$ cat src/mris_ram.sv
`default_nettype none

module mris_ram #(
  parameter int WIDTH = 16,
  parameter int DEPTH = 256
) (
  input  wire logic                     clk,
  input  wire logic                     we,
  input  wire logic [$clog2(DEPTH)-1:0] waddr,
  input  wire logic [WIDTH-1:0]         wdata,
  input  wire logic                     re,
  input  wire logic [$clog2(DEPTH)-1:0] raddr,
  output logic      [WIDTH-1:0]         rdata
);

  logic [WIDTH-1:0] mem [DEPTH];

  always_ff @(posedge clk) begin
    if (we) begin
      mem[waddr] <= wdata;
    end
    if (re) begin
      rdata <= mem[raddr];
    end
  end

endmodule

`default_nettype wire

$ cat config.mk
export PLATFORM = sky130hd
export DESIGN_NAME = mris_ram
export DESIGN_NICKNAME = d
export VERILOG_FILES = /design/src/mris_ram.sv
export SDC_FILE = /design/constraint.sdc
export NUM_CORES = 2
export LEC_CHECK = 0
export ABC_AREA = 1
export ABC_CLOCK_PERIOD_IN_PS = 2000
export BUFFER_PORTS_ARGS = -buffer_cell sky130_fd_sc_hd__buf_2
export CAP_MARGIN = 20
export CORE_UTILIZATION = 45
export CTS_CLUSTER_DIAMETER = 120
export DETAILED_ROUTE_END_ITERATION = 16
export SETUP_SLACK_MARGIN = 0.3
export SLEW_MARGIN = 20
export SYNTH_ARGS = -nofsm -noshare
export SYNTH_HDL_FRONTEND = slang
export SYNTH_SLANG_ARGS = --single-unit
$ cat constraint.sdc
create_clock -name clk -period 2 [get_ports clk]
set_input_delay 0.3 -clock clk [delete_from_list [all_inputs] [get_ports clk]]
set_output_delay 0.3 -clock clk [all_outputs]
set_load 0.1 [all_outputs]
After elaboration in Yosys (flattened, before gate mapping) --
Memory sizes are Yosys's and may differ from the RTL's. A register that Yosys moved wholly into a read port is not among the register bits. Index checks and enable logic that the tools add are counted.
Operators by class: multiplexer cells 2
Operators with widths (count):
- $mux 1 | 2
Storage, ports and cells: register bits after elaboration 0, RAM bits 4096, bits of input ports 35, memories 1
Memory list:
- mem | words 256, bits a word 16, read ports 1, clocked after memory_dff 1, wr ports 1, line 16 | logic [WIDTH-1:0] mem [DEPTH];

Logic depth before layout (Yosys ltp) --
depth after elaboration 2, gate-level depth with buffers 15

Worst setup path after synthesis --
OpenSTA, ideal clock, no wires.
kind input port to flip-flop, from input port we, to memory mem[164][0], enable pin, library setup time 0.388 ns, arrival 1.752 ns, required time 1.612 ns, slack -0.140 ns, cell stages on the path 4, cell sequence clkbuf_1 -> nand3_1 -> clkbuf_1 -> nor2_1
Between the ends: longest elaborated chain between the ends 2
Ends and longest elaborated chain:
- start, declared | line 8 | input wire logic we,
- $mux 1 | line 19 | if (we) begin
- $mux 1 (not written as such) | line 20 | mem[waddr] <= wdata;
- end, declared | line 16
Every way passes these cells.

Final worst setup path --
from register rdata[13], read port of mem, to output port rdata[13]
RTL lines:
- start, declared | line 13 | output logic [WIDTH-1:0] rdata
No word-level cell between the ends.

==> results.cfg <==
[timing]
finalSetupTns_ns = -3.81
min_period_ns = 2.51
hold-worst-slack_ns = 0.200
hold_viol = 0
rsz0062_at_grt = yes
fin_worst_skew_ns = 0.0610
setup_ws_ns = -0.513
slew_headroom = 0.373
fmax_ghz = 0.398
worstMarginPinSlew_ns = 0.943
setup_violations = 16
maxSlewViolCount = 0
min_period_over_period = 1.26

[clock_tree]
cts_buffer_depth = 4
numClockSinks = 4112
cts_root_buf = clkbuf_16
cts_buffers = 421
clock_latency_ns = 0.99
tritoncts = built
htree_levels = 5
clk_pin_slew_ns = 0.07

[global_routing]
grt_max_degree = 103
grt_pass1_vias = 106000
overflow = 0
grt_pass1_wl_um = 735000
antenna_found_initial = 20
grt.total_usage = 0.268

[floorplanning]
start_util = 0.453
die_area_sq_mm = 0.371
die_y_um = 609
ios = 51
core_area_sq_mm = 0.366
fp-row-count = 222
dieWidth_um = 609

[critical_path]
worstRegToRegCells = 12
worst_setup_path_start_kind = flop
crit_chain = buf_12
path_class = flop to primary output
path_buf_inv = 1
worstReg2RegStart = mem[193][3]
end_kind = primary output
crit_path_max_fanout = 1
slowest_stage = edfxtp_1
path_depth = 1
r2r_slack_ns = 0.26
crit_required_ns = 1.70
critical-path-top-delay-family = flip-flops
r2r-end = rdata[3]
cp_slowest_stage_delay_ns = 0.97
crit_arrival_ns = 2.21

[min_path]
whs_endpoint = rdata[11]
holdPathStages = 7
hp-start = raddr[6]
hp-class = input pin to flop

[logic_synthesis]
synthCells = 13600
synth_cell_type_count = 14
synth_warnings = 0
yosys.area.top_type = edfxtp_1
netlist_area_sq_mm = 0.166
synth_top_area_frac = 0.744
ys_seq_area_frac = 0.744
synth-seq-cells = 4112
syn_area_per_cell_sq_um = 12.2
netlist_top_cells_area = edfxtp_1 (74%), nand3_1 (12%), nand2_1 (9.5%)
synth_nets = 13700

[place]
pre_cts_slack_ns = -1.18
dp_cells = 18900
port_buffers = 50
dp_hpwl_um = 318000
place_congestion = 0.913

[detailed_routing]
drt_wl_total_um = 508000
drt_pass1_iterations = 6
wire_per_inst_um = 25.7
viasPerCell = 5.70
drc_errors = 0
num_vias = 113000
ant_nets = 0
drt-initial-drc-count = 13300

[final_layout]
drive_gt1_frac = 0.202
regArea_sq_mm = 0.123
final_nets = 14600
finalCoreUtilization = 0.559
area_delta_synth_final_pct = 23.5
fin_cells = 19800
nFillCells = 29100
multi_input_area_sq_mm = 0.0435

[power_and_ir_drop]
leakage_nw = 73.0
peakVddDrop_uv = 783
power.density_mw_per_mm2 = 919

[flow_run]
maxCapViolCount = 0

[outcome]
status = complete, but fails checks
violations = setup timing
==> metal layers <==
metal	routed length, um	vias up	share of wire	global-route usage
li1	-	50700	-	-
met5	57	-	0.00011	0
met4	23600	8	0.047	0.113
met3	43600	966	0.086	0.0423
met1	205000	55900	0.40	0.373
met2	236000	5085	0.46	0.420
==> per-stage QoR <==
stage	power (W)	instance area (sq um)
final	0.188	205000
after global routing	0.193	205000
after CTS	0.188	202000
after detailed placement	0.110	184000
after global placement	0.110	184000
after floorplan	0.103	166000
==> worst max-delay path by stage <==
stage	endpoint	slack, ns	startpoint
final	rdata[13]	-0.51	rdata[13]
after global routing	rdata[13]	-0.42	rdata[13]
after CTS	rdata[13]	-0.49	rdata[13]
after detailed placement	rdata[2]	-1.18	raddr[0]
after global placement	rdata[2]	-1.19	raddr[0]
after floorplan	mem[106][0]	-0.004	we
==> placed cells by master, fill, tap and decap left out <==
| master | Yosys | final |
|---|---|---|
| clkbuf_1 | 154 | 81 |
| clkinv_4 | 0 | 3 |
| nand3_1 | 4035 | 3181 |
| clkinvlp_4 | 0 | 9 |
| inv_16 | 0 | 5 |
| clkinv_2 | 0 | 92 |
| bufbuf_16 | 0 | 1 |
| buf_12 | 1 | 510 |
| clkinv_16 | 0 | 1 |
| edfxtp_1 | 4112 | 4112 |
| nor2_2 | 0 | 8 |
| nand3_2 | 0 | 653 |
| nand2_2 | 0 | 50 |
| nand3_4 | 0 | 201 |
| nand2_1 | 4211 | 4134 |
| nand2_4 | 0 | 18 |
| inv_1 | 35 | 33 |
| buf_16 | 0 | 14 |
| buf_8 | 1 | 21 |
| inv_2 | 2 | 1 |
| clkinv_8 | 0 | 10 |
| bufinv_16 | 0 | 42 |
| buf_2 | 495 | 12 |
| buf_6 | 53 | 38 |
| inv_6 | 0 | 10 |
| inv_8 | 0 | 2 |
| buf_4 | 163 | 849 |
| diode_2 | 0 | 7 |
| nand2_8 | 0 | 9 |
| nor2_4 | 0 | 30 |
| dlygate4sd3_1 | 0 | 18 |
| clkinv_1 | 0 | 103 |
| clkbuf_16 | 0 | 432 |
| nor2_1 | 283 | 245 |
==> cells by family (layout without fill, tap and decap cells) <==
family,Yosys count,in the layout,synth area share
and+or+nand+nor,8529,8529,0.223
DFF,4112,4112,0.744
other,0,7,0
buffers and inverters,976,2287,0.0321
==> area by class of cell <==
type / instances / area share
antenna: 7 / 0.0000855
clock buffer: 509 / 0.0538
clock inverter: 272 / 0.0123
inverter: 39 / 0.00102
multi-input combinational: 8529 / 0.212
sequential: 4112 / 0.603
tap: 4816 / 0.0294
timing repair buffer: 1467 / 0.0883
==> Yosys cell counts <==
library cell	n
buf_12	1
nand2_1	4211
buf_4	163
buf_1	70
clkbuf_1	154
buf_6	53
inv_1	35
inv_2	2
buf_2	495
nand3_1	4035
edfxtp_1	4112
buf_8	1
nor2_1	283
inv_4	2
==> timing repair <==
item / CTS / global route
hold buffers: 18 / 0
gates cloned: 2 / 4
resized for setup: 758 / 511
hold endpoints to repair: 1849 / 0
setup buffers: 14 / 11
pin swaps: 215 / 291
setup endpoints to repair: 32 / 32
==> report_power, final <==
part / internal, W / switching, W
Sequential: 0.0950 / 0.000196
Clock: 0.0446 / 0.0333
Combinational: 0.00494 / 0.0103
==> sequential cells by signal (all words and copies together), names as in the netlist <==
name   flops
mem     4096
rdata     16
Power figures use the tool's default switching activity.
