## config.mk

```make
export PLATFORM = sky130hd
export DESIGN_NAME = mris_regfile
export DESIGN_NICKNAME = d
export VERILOG_FILES = /design/src/mris_pkg.sv /design/src/mris_regfile.sv
export SDC_FILE = /design/constraint.sdc
export NUM_CORES = 1
export LEC_CHECK = 0
export ABC_CLOCK_PERIOD_IN_PS = 10200
export BUFFER_PORTS_ARGS = -buffer_cell sky130_fd_sc_hd__buf_2
export CORE_UTILIZATION = 27
export CTS_CLUSTER_DIAMETER = 60
export DETAILED_ROUTE_END_ITERATION = 8
export GPL_TIMING_DRIVEN = 0
export PLACE_DENSITY = 0.5
export SYNTH_ARGS = -nofsm -noshare
export SYNTH_HDL_FRONTEND = slang
export SYNTH_SLANG_ARGS = --single-unit
```

## constraint.sdc

```tcl
create_clock -name clk -period 10.2 [get_ports clk]
set_input_delay 2.04 -clock clk [delete_from_list [all_inputs] [get_ports clk]]
set_output_delay 2.04 -clock clk [all_outputs]
set_load 0.02 [all_outputs]
```

## src/mris_pkg.sv

```systemverilog
`default_nettype none

package mris_pkg;

  // Request kinds carried on in_tuser
  localparam logic [1:0] OP_STEP        = 2'd0;
  localparam logic [1:0] OP_LOAD_INSTR  = 2'd1;
  localparam logic [1:0] OP_WRITE_DATA  = 2'd2;
  localparam logic [1:0] OP_WRITE_REG   = 2'd3;

  // Instruction opcodes, bits [15:12]
  localparam logic [3:0] OPC_RTYPE = 4'd0;
  localparam logic [3:0] OPC_J     = 4'd2;
  localparam logic [3:0] OPC_LW    = 4'd4;
  localparam logic [3:0] OPC_SW    = 4'd5;

  localparam logic [2:0] FUNCT_ADD = 3'd0;

  // Result status codes
  localparam logic [2:0] ST_OK         = 3'd0;
  localparam logic [2:0] ST_END        = 3'd1;
  localparam logic [2:0] ST_BAD_FUNCT  = 3'd2;
  localparam logic [2:0] ST_BAD_OPCODE = 3'd3;
  localparam logic [2:0] ST_BAD_ADDR   = 3'd4;

  localparam int NUM_REGS   = 8;
  localparam int REG_AW     = 3;
  localparam int PC_W       = 12;
  localparam int FIFO_DEPTH = 4;
  localparam int FIFO_AW    = $clog2(FIFO_DEPTH);
  localparam int USED_W     = $clog2(FIFO_DEPTH + 1);

  typedef struct packed {
    logic [2:0]      status;
    logic [PC_W-1:0] pc_after;
    logic            reg_written;
    logic [2:0]      reg_number;
    logic [31:0]     reg_value;
    logic            mem_written;
    logic [7:0]      mem_address;
    logic [31:0]     mem_value;
  } res_t;

endpackage

`default_nettype wire

```

## src/mris_regfile.sv

```systemverilog
`default_nettype none

module mris_regfile
  import mris_pkg::*;
#(
  parameter int DATA_WIDTH = 32
) (
  input  wire logic                  clk,
  input  wire logic                  we,
  input  wire logic [REG_AW-1:0]     waddr,
  input  wire logic [DATA_WIDTH-1:0] wdata,
  input  wire logic [REG_AW-1:0]     raddr0,
  input  wire logic [REG_AW-1:0]     raddr1,
  output logic      [DATA_WIDTH-1:0] rdata0,
  output logic      [DATA_WIDTH-1:0] rdata1
);

  logic [DATA_WIDTH-1:0] mem [NUM_REGS];

  // Write-first: a read on the same edge as a write to that register sees the new value
  always_ff @(posedge clk) begin
    if (we) begin
      mem[waddr] <= wdata;
    end
    rdata0 <= (we && waddr == raddr0) ? wdata : mem[raddr0];
    rdata1 <= (we && waddr == raddr1) ? wdata : mem[raddr1];
  end

endmodule

`default_nettype wire

```

* Word-level counts from Yosys, hierarchy flattened
Memory sizes are Yosys's and may differ from the RTL's. A register that Yosys moved wholly into a read port is not among the register bits.
Index checks and enable logic that the tools add are counted.
** Word-level totals
- Bits in registers :: 0
- Bits in latches :: 0
- Memory bits (writable) :: 256
- Bits in read-only memories :: 0
- Bits of input ports :: 43
- Memories kept :: 1
** Memories
- mem :: depth 8, bits a word 32, read ports 2, clocked after memory_dff 2, write ports 1, line mris_regfile.sv:18 : logic [DATA_WIDTH-1:0] mem [NUM_REGS];
** Cells by class
- $add $sub $neg :: 0
- Multiply operators :: 0
- Div/mod/pow operators :: 0
- Order comparisons :: 0
- Equality and inequality tests :: 0
- Shift operators :: 0
- Multiplexer cells :: 2
- Bitwise gates (word level) :: 0
- Reductions and logical operators :: 0
** Operators by type and width (number)
- $mux 1 :: 2

* Logic depth before layout (Yosys ltp)
- Depth in word-level cells :: 2
- Gate-level depth with buffers :: 4
- Gate-level depth less buffers :: 2

* Least setup slack after synthesis
Ideal clock, no wire load.
- Path kind :: input-to-reg
- Start point :: in waddr[2]
- End point :: mem mem[0][0] (enable)
- Arrival :: 4.425 ns
- Slack :: 5.314 ns
- Stages :: 2
- Path through :: nand2b_1 nor3_1
** RTL lines
- start, declared :: line mris_regfile.sv:10 : input wire logic [REG_AW-1:0] waddr,
- end, declared :: line mris_regfile.sv:18
Straight into the memory's write port.

==> metrics.txt <==
outcome finished, final reports clean; number of flip-flops in the largest register 256; TritonCTS Sinks 262; initial antenna violation count 2; FF+latch count, synth 262; Setup TNS 0 ns; Buffers on Ports 106; drt drc 0; area of the multi-input gates 0.00402 mm2; first-pass iteration count of the detailed router 4; CTS max path bufs 3; Row Count 76; maxcap violations 0; I/O Pins 107; pin count of the biggest net entering global routing 21; CTS tree yes; # setup viols final 0; Post-Synthesis Cell Area 0.0120 mm2; sequential area share after synthesis 65.0%; Top Registers mem (256); # fillers 4,130; critical path required time 8.16 ns; maximum VDD drop 117 uV; crit path DAT 2.73 ns; Post-CTS Setup Bufs 0; CP Launch Type flop; Routed Antenna Nets 0; Slew Viols, Final 0; H-Tree Depth 1; Worst Tran Pin Value 0.961 ns; critical path fanouts, max 10; most common cell after layout, fill and taps aside edfxtp_1; Min Clock Period, post-route 4.77 ns; Antenna Cells 0; Final #Nets 698; area of the core 0.0435 mm2; worst min-delay path startpoint raddr1[1]; die span in x 213 um; via count 6,080; Worst Hold Class primary input to flop; gr usage total 14.3%; Detail Placement HPWL 20,900 um; number of global-route vias before repair 6,773; Hold Vio Cnt, Final 0; Synth Warn # 0; P_leak 4.87 nW; Hold Buf Count CTS 0; layout cells sized above 1 43.7%; CTS-repair resized insts 0; Avg WL per Cell 25.4 um; Storage cell area 0.00781 mm2; Via density 4.82; commonest non-fill, non-tap cells in the layout edfxtp_1, buf_2, mux4_1; Post-synth EDFFs 256; Power Density 170 mW/mm2; overall power 2.45 mW; clock transition at the registers of the reported paths 0.06 ns; final WL 32,000 um; RSZ-0062 raised after global routing false; CP Class flop to primary output; RePlAce Congestion 0.685; cts bufs inserted 28; GRT overflow 0; Syn Nets 546; Largest Register mem; Synth-to-Final Area Change 20.2%; die area 0.0453 mm2; syn_area_per_cell 23.9 um2; crit-path cells clkbuf_2, buf_1, mux4_1, mux2_2, buf_2; Worst path max stage delay 0.68 ns; first-pass GRT wire length 46,500 um; Final Cycle Share 46.7%; Die Y 213 um; Initial Utilization 27.6%; Synth cell types 14; Max-slew headroom 35.9%; Top FF cell, synth edfxtp_1; Iter 0 DRT Violations 312; CP max stage cell buf_1; Post-Synthesis Cells 503; Peak Freq 0.210 GHz; ys async rst share 0%; root buffer cell clkbuf_16; Critical Path End Type primary output
-- worst max-delay path: cells and delay by family, from the launching register on --
family,cells,cell delay [ns]
flip-flops,1,0.32
buffers and inverters,3,1.13
multiplexers,2,0.73
-- routing by layer --
layer | track usage (%) | vias up | routed length (um)
li1 | - | 2610 | -
met1 | 18.7 | 3302 | 14000
met2 | 25.1 | 126 | 16300
met3 | 2.13 | 40 | 1230
met4 | 3.18 | 2 | 485
met5 | 0 | - | 16
-- area by class of cell --
type / count / area share, %
tap: 585 / 5.07
sequential: 262 / 54.1
multi-input combinational: 205 / 27.8
buffer: 36 / 1.69
clock buffer: 38 / 5.26
clock inverter: 14 / 0.737
timing repair buffer: 122 / 5.34
-- where the power goes --
group | total, mW | switching [mW] | internal (mW)
Sequential | 1.23 | 0.0135 | 1.22
Combinational | 0.267 | 0.147 | 0.119
Clock | 0.952 | 0.403 | 0.549
Total | 2.45 | 0.564 | 1.89
-- path summary, 6_finish.rpt --
kind | slack, ns | cells past startpoint | endpoint
hold / removal | 1.61 | 1 | flop
setup / recovery | 5.43 | 5 | rdata1[21]
-- cells by family after synthesis --
kind of cell	after synthesis	synth area share, %
buffers and inverters	36	2.03
DFF	262	65.0
muxes	192	32.5
and+or+nand+nor	13	0.490
-- synthesized netlist by cell type, types with 2 or more instances --
library cell | n | area [um2]
dfxtp_1 | 6 | 120
mux4_2 | 48 | 1080
nor3_1 | 2 | 10.0
buf_1 | 18 | 67.6
nor2_1 | 6 | 22.5
buf_2 | 2 | 10.0
edfxtp_1 | 256 | 7690
buf_6 | 14 | 158
mux4_1 | 80 | 2100
mux2_2 | 64 | 721
nand2_1 | 2 | 7.51
nand2b_1 | 3 | 18.8
-- metrics by stage --
step / cells / setup WS, ns / area, um2 / hold WS [ns] / util [%]
floorplan: 503 / 5.31 / 12000 / 2.07 / -
global placement: 1194 / 2.06 / 13300 / 2.15 / 30.6
detailed placement: 1210 / 5.95 / 13600 / 2.15 / 31.2
CTS: 1262 / 5.36 / 14400 / 1.58 / 33.2
global route: 1262 / 5.29 / 14400 / 1.58 / 33.2
finish: 1262 / 5.43 / 14400 / 1.61 / 33.2
(Power assumes the default switching activity.)
