==> src/mris_pkg.sv <==
`default_nettype none

package mris_pkg;

  // Request kinds carried on in_tuser
  localparam logic [1:0] OP_STEP        = 2'd0;
  localparam logic [1:0] OP_LOAD_INSTR  = 2'd1;
  localparam logic [1:0] OP_WRITE_DATA  = 2'd2;
  localparam logic [1:0] OP_WRITE_REG   = 2'd3;

  // Instruction opcodes, bits [15:12]
  localparam logic [3:0] OPC_RTYPE = 4'd0;
  localparam logic [3:0] OPC_J     = 4'd2;
  localparam logic [3:0] OPC_LW    = 4'd4;
  localparam logic [3:0] OPC_SW    = 4'd5;

  localparam logic [2:0] FUNCT_ADD = 3'd0;

  // Result status codes
  localparam logic [2:0] ST_OK         = 3'd0;
  localparam logic [2:0] ST_END        = 3'd1;
  localparam logic [2:0] ST_BAD_FUNCT  = 3'd2;
  localparam logic [2:0] ST_BAD_OPCODE = 3'd3;
  localparam logic [2:0] ST_BAD_ADDR   = 3'd4;

  localparam int NUM_REGS   = 8;
  localparam int REG_AW     = 3;
  localparam int PC_W       = 12;
  localparam int FIFO_DEPTH = 4;
  localparam int FIFO_AW    = $clog2(FIFO_DEPTH);
  localparam int USED_W     = $clog2(FIFO_DEPTH + 1);

  typedef struct packed {
    logic [2:0]      status;
    logic [PC_W-1:0] pc_after;
    logic            reg_written;
    logic [2:0]      reg_number;
    logic [31:0]     reg_value;
    logic            mem_written;
    logic [7:0]      mem_address;
    logic [31:0]     mem_value;
  } res_t;

endpackage

`default_nettype wire

==> src/mris_res_fifo.sv <==
`default_nettype none

module mris_res_fifo
  import mris_pkg::*;
(
  input  wire logic clk,
  input  wire logic rst_n,
  input  wire logic push,
  input  wire res_t push_data,
  input  wire logic pop,
  output logic      valid,
  output res_t      head
);

  res_t               slot_r [FIFO_DEPTH];
  logic [FIFO_AW-1:0] wr_ptr_r;
  logic [FIFO_AW-1:0] rd_ptr_r;
  logic [USED_W-1:0]  count_r;
  logic [USED_W-1:0]  count_nxt;
  logic               do_pop;

  assign valid  = (count_r != '0);
  assign head   = slot_r[rd_ptr_r];
  assign do_pop = pop && valid;

  always_comb begin
    count_nxt = count_r + USED_W'(push) - USED_W'(do_pop);
  end

  always_ff @(posedge clk) begin
    if (push) begin
      slot_r[wr_ptr_r] <= push_data;
    end
  end

  always_ff @(posedge clk) begin
    if (!rst_n) begin
      wr_ptr_r <= '0;
      rd_ptr_r <= '0;
      count_r  <= '0;
    end else begin
      if (push) begin
        wr_ptr_r <= wr_ptr_r + 1'b1;
      end
      if (do_pop) begin
        rd_ptr_r <= rd_ptr_r + 1'b1;
      end
      count_r <= count_nxt;
    end
  end

endmodule

`default_nettype wire

==> config.mk <==
export PLATFORM = sky130hd
export DESIGN_NAME = mris_res_fifo
export DESIGN_NICKNAME = d
export VERILOG_FILES = /design/src/mris_pkg.sv /design/src/mris_res_fifo.sv
export SDC_FILE = /design/constraint.sdc
export NUM_CORES = 1
export LEC_CHECK = 0
export ABC_AREA = 1
export BUFFER_PORTS_ARGS = -buffer_cell sky130_fd_sc_hd__buf_2
export CAP_MARGIN = 40
export CORE_ASPECT_RATIO = 0.6
export CORE_MARGIN = 5
export CORE_UTILIZATION = 42
export DETAILED_ROUTE_END_ITERATION = 12
export GPL_TIMING_DRIVEN = 0
export PLACE_DENSITY_LB_ADDON = 0.08
export SLEW_MARGIN = 20
export SYNTH_ARGS = -nofsm -noshare
export SYNTH_HDL_FRONTEND = slang
export SYNTH_SLANG_ARGS = --single-unit
export TNS_END_PERCENT = 100
==> constraint.sdc <==
create_clock -name clk -period 5.99 [get_ports clk]
set_clock_uncertainty 0.05 [all_clocks]
set_input_delay 0 -clock clk [delete_from_list [all_inputs] [get_ports clk]]
set_output_delay 0 -clock clk [all_outputs]
set_load 0.01 [all_outputs]
=== Word-level counts from Yosys, hierarchy flattened ===
Memory sizes are Yosys's and may differ from the RTL's. A register that Yosys moved wholly into a read port is not among the register bits.
Cells that the tools add are included.
Widths: inputs -> output; s select.

* Mux-type cells: 4
* Reductions and logical operators: 2
* Add/sub/neg operators: 4

{| class="wikitable"
|+ Operators by type and width
! operator !! number
|-
| $add 2x1->2 const B || 2
|-
| $mux 2 || 2
|-
| $add 3x1->3 || 1
|-
| $reduce_bool 3->1 || 1
|-
| $sub 3x1->3 || 1
|-
| $mux 1 || 2
|-
| $logic_and 1x1->1 || 1
|}

* Memories kept: 1
* Memory bits (writable): 368
* Word-level logic and storage cells: 14
* Bits of input ports: 96
* Register bits: 7

{| class="wikitable"
|+ Memory list
! memory !! depth !! bits a word !! read ports !! clocked after memory_dff !! write ports !! line !! RTL
|-
| slot_r || 4 || 92 || 1 || 1 || 1 || mris_res_fifo.sv:15 || <nowiki>res_t slot_r [FIFO_DEPTH];</nowiki>
|}

=== Longest topological paths before layout ===
* Depth in word-level cells: 4
* Depth in mapped cells: 9
* Mapped depth without buffers: 9

=== Least setup slack after synthesis ===
Ideal clock, no wire load.

* Path kind: register -> register
* Start point: reg wr_ptr_r[0]
* End point: mem slot_r[2][0] (netlist bit), enable pin
* Setup time: 0.446 ns
* Cell stages (with the launch flop): 5
* Buffers on the path: 0
* Data arrival time: 2.367 ns
* Path slack: 3.128 ns
* Cells stage by stage: dfxtp_1 -> inv_1 -> ha_1 -> nand2_1 -> inv_1

{| class="wikitable"
|+ RTL lines
! element !! line !! RTL
|-
| start, declared || mris_res_fifo.sv:16 || <nowiki>logic [FIFO_AW-1:0] wr_ptr_r;</nowiki>
|-
| start signal, assigned || mris_res_fifo.sv:43 || <nowiki>wr_ptr_r <= wr_ptr_r + 1'b1;</nowiki>
|-
| end, declared || mris_res_fifo.sv:15 ||
|}

Straight into the memory's write port.

==> results_dict.tcl <==
set metrics [dict create \
    status "finished, final reports clean" \
    cp_slowest_cell "clkbuf_1" \
    crit_path_max_fanout 10 \
    synth_top_area_frac 0.784 \
    cpPeakStageDelay_ns 0.46 \
    fin_crit_sh 0.403 \
    busiest_layer "met2" \
    antenna_left 0 \
    rsz0062_at_grt "false" \
    io_pins 189 \
    worstSetupPathType "reg2out" \
    use_met2 0.296 \
    grt_pass1_vias 9222 \
    drive_gt1_frac 0.216 \
    regArea_sq_um 11200 \
    dp_hpwl_mm 20.7 \
    finalSetupTns_ns 0 \
    fin_cells 1753 \
    final_max_slew_viol_count 0 \
    drv_cap 0 \
    filler_cell_count 2818 \
    end_kind "output port" \
    finalSetupViolations 0 \
    nNetsFinal 1380 \
    drcViolationCount 0 \
    clkLatencyLatePin_ns 0.51 \
    yosysUniqueCellTypes 19 \
    die_area_sq_um 37400 \
    ir_drop_v 0.000262 \
    die_y_um 152 \
    grt-ovfl-total 0 \
    max_freq_mhz 414 \
    cts_tree "yes" \
    hold_viol 0 \
    routedWlPerCell_um 20.1 \
    clock_sinks 377 \
    final_common_cell "edfxtp_1" \
    clkTransAtPathRegs_ns 0.06 \
    initial_core_util 0.430 \
    antenna_found_initial 1 \
    grt_start_max_net_pins 66 \
    post-place-cells 1593 \
    synth_top_cells_by_area "edfxtp_1 78%, nor2_1 5.0%, o21ai_0 4.1%, o22ai_1 4.1%, o21ai_1 2.5%" \
    clock_path_buffers 3 \
    worst_slew_pin_slew_ns 0.576 \
    core_sq_um 32700 \
    synth-seq-area-share 0.797 \
    syn_avg_cell_area_sq_um 14.8 \
    hp-class "in2reg" \
    hold_ws_ns 0.191 \
    syn-cell-area_sq_um 14100 \
    grt_pass1_wl_mm 53.9 \
    period_needed_ns 2.42 \
    use_met1 0.259 \
    syn-num-nets 1053 \
    dieWidth_um 246 \
    vias 8893 \
    gr-usage-met3 0.0365 \
    totalWireLength_mm 35.2 \
    synth_top_area_cell "edfxtp_1" \
    synth_cells 950 \
    synth_seq_cells 377 \
    htreeDepth 2 \
    drt-pass1-iter-count 5 \
    multi_input_area_sq_um 2410 \
    crit_top_cell "buf_2" \
    cts_buffers 37 \
    place_congestion 0.728 \
    final_cell_mix "368 x edfxtp_1, 195 x buf_2, 189 x nor2_1, 116 x o21ai_0, 95 x dlygate4sd3_1" \
    place.port_buffers 188 \
    cp.required_ns 5.94 \
    powerDensity_nw_per_um2 381 \
    start_kind "flip-flop" \
    crit_chain "inv_1 > buf_2 > clkbuf_1 > o21ai_1 > o22ai_1 > buf_2" \
    post_cts_resized 0 \
    slew_headroom 0.616 \
    drt_iter0_drc 581 \
    leakage_nw 6.30 \
    vias_per_cell 5.07 \
    critPathArrivalTime_ns 2.37 \
    clockRootBuffer "clkbuf_16" \
    rows 51 \
    grt_util_all_layers 0.184 \
    area_growth_pct 26.2 \
    yosysWarnings 0 \
]
## cells by family (layout without fill, tap and decap cells)
family	count (synthesis)	count (layout)	synth area share
compound gates	284	284	0.109
fa+ha+maj	7	7	0.00675
other cells	0	1	0
flops	377	377	0.797
buf+inv	77	429	0.0321
simple gates	205	205	0.0548
## worst paths after layout
| path | cells past startpoint | slack, ns | start | endpoint |
|---|---|---|---|---|
| worst min-delay path | 2 | 0.19 | push_data[77] | slot_r[3][77]$_DFFE_PP_ |
| worst max-delay path | 6 | 3.57 | flip-flop | head[16] |
| worst min register to register | 2 | 0.45 | rd_ptr_r[0]$_SDFFE_PN0P_ | rd_ptr_r[0]$_SDFFE_PN0P_ |
| worst max register to register | 8 | 4.13 | count_r[1]$_SDFF_PN0_ | count_r[2]$_SDFF_PN0_ |
## routing by layer
metal	share of wire	vias up
li1	-	4245
met4	0.023	0
met2	0.47	242
met1	0.45	4350
met3	0.057	56
met5	0	-
## registers in the layout (all words and copies together) (netlist names), named ones only
register	count
slot_r	368
wr_ptr_r	2
count_r	3
rd_ptr_r	2
## cell usage after synthesis (all sizes together)
cell type / number
edfxtp: 368
nor2: 189
o21ai: 186
o22ai: 92
buf: 33
clkbuf: 27
inv: 17
nand2: 14
dfxtp: 9
ha: 6
a21oi: 5
nand3: 2
a21boi: 1
fa: 1
## worst max-delay path, delay by kind of cell (launching register included)
kind	cells	cell delay [ns]
AO/OA/AOI/OAI	2	0.50
buffers and inverters	4	1.03
flip-flops	1	0.32
## metrics by stage
stage | total power [mW] | setup slack [ns] | area (sq um) | utilization
floorplan | 3.99 | 3.13 | 14100 | -
global placement | 4.68 | 1.46 | 15600 | 0.476
detailed placement | 4.68 | 4.13 | 15800 | 0.481
CTS | 6.87 | 3.60 | 17800 | 0.543
global route | 7.12 | 3.37 | 17800 | 0.543
finish | 6.78 | 3.57 | 17800 | 0.543
## power by group
| group | switching [mW] | total [mW] | internal, mW |
|---|---|---|---|
| Combinational | 1.03 | 1.60 | 0.571 |
| Sequential | 0.0316 | 3.06 | 3.02 |
| Clock | 0.933 | 2.13 | 1.19 |
| Total | 1.99 | 6.78 | 4.79 |
## layout make-up
class	count	share of cell area
Timing Repair Buffer	288	0.114
Clock buffer	50	0.0554
Sequential cell	377	0.632
Inverter	17	0.00485
Antenna cell	1	0.000141
Buffer	60	0.0217
Tap cell	450	0.0317
Clock inverter	14	0.00535
Multi-Input combinational cell	496	0.135
## repair_timing
action                                 4_1_cts  5_1_grt
hold buffers                                95        0
endpoints found under the hold margin      379        0
buffers inserted                             0        0
No activity file was read; power rests on OpenSTA's default activity.
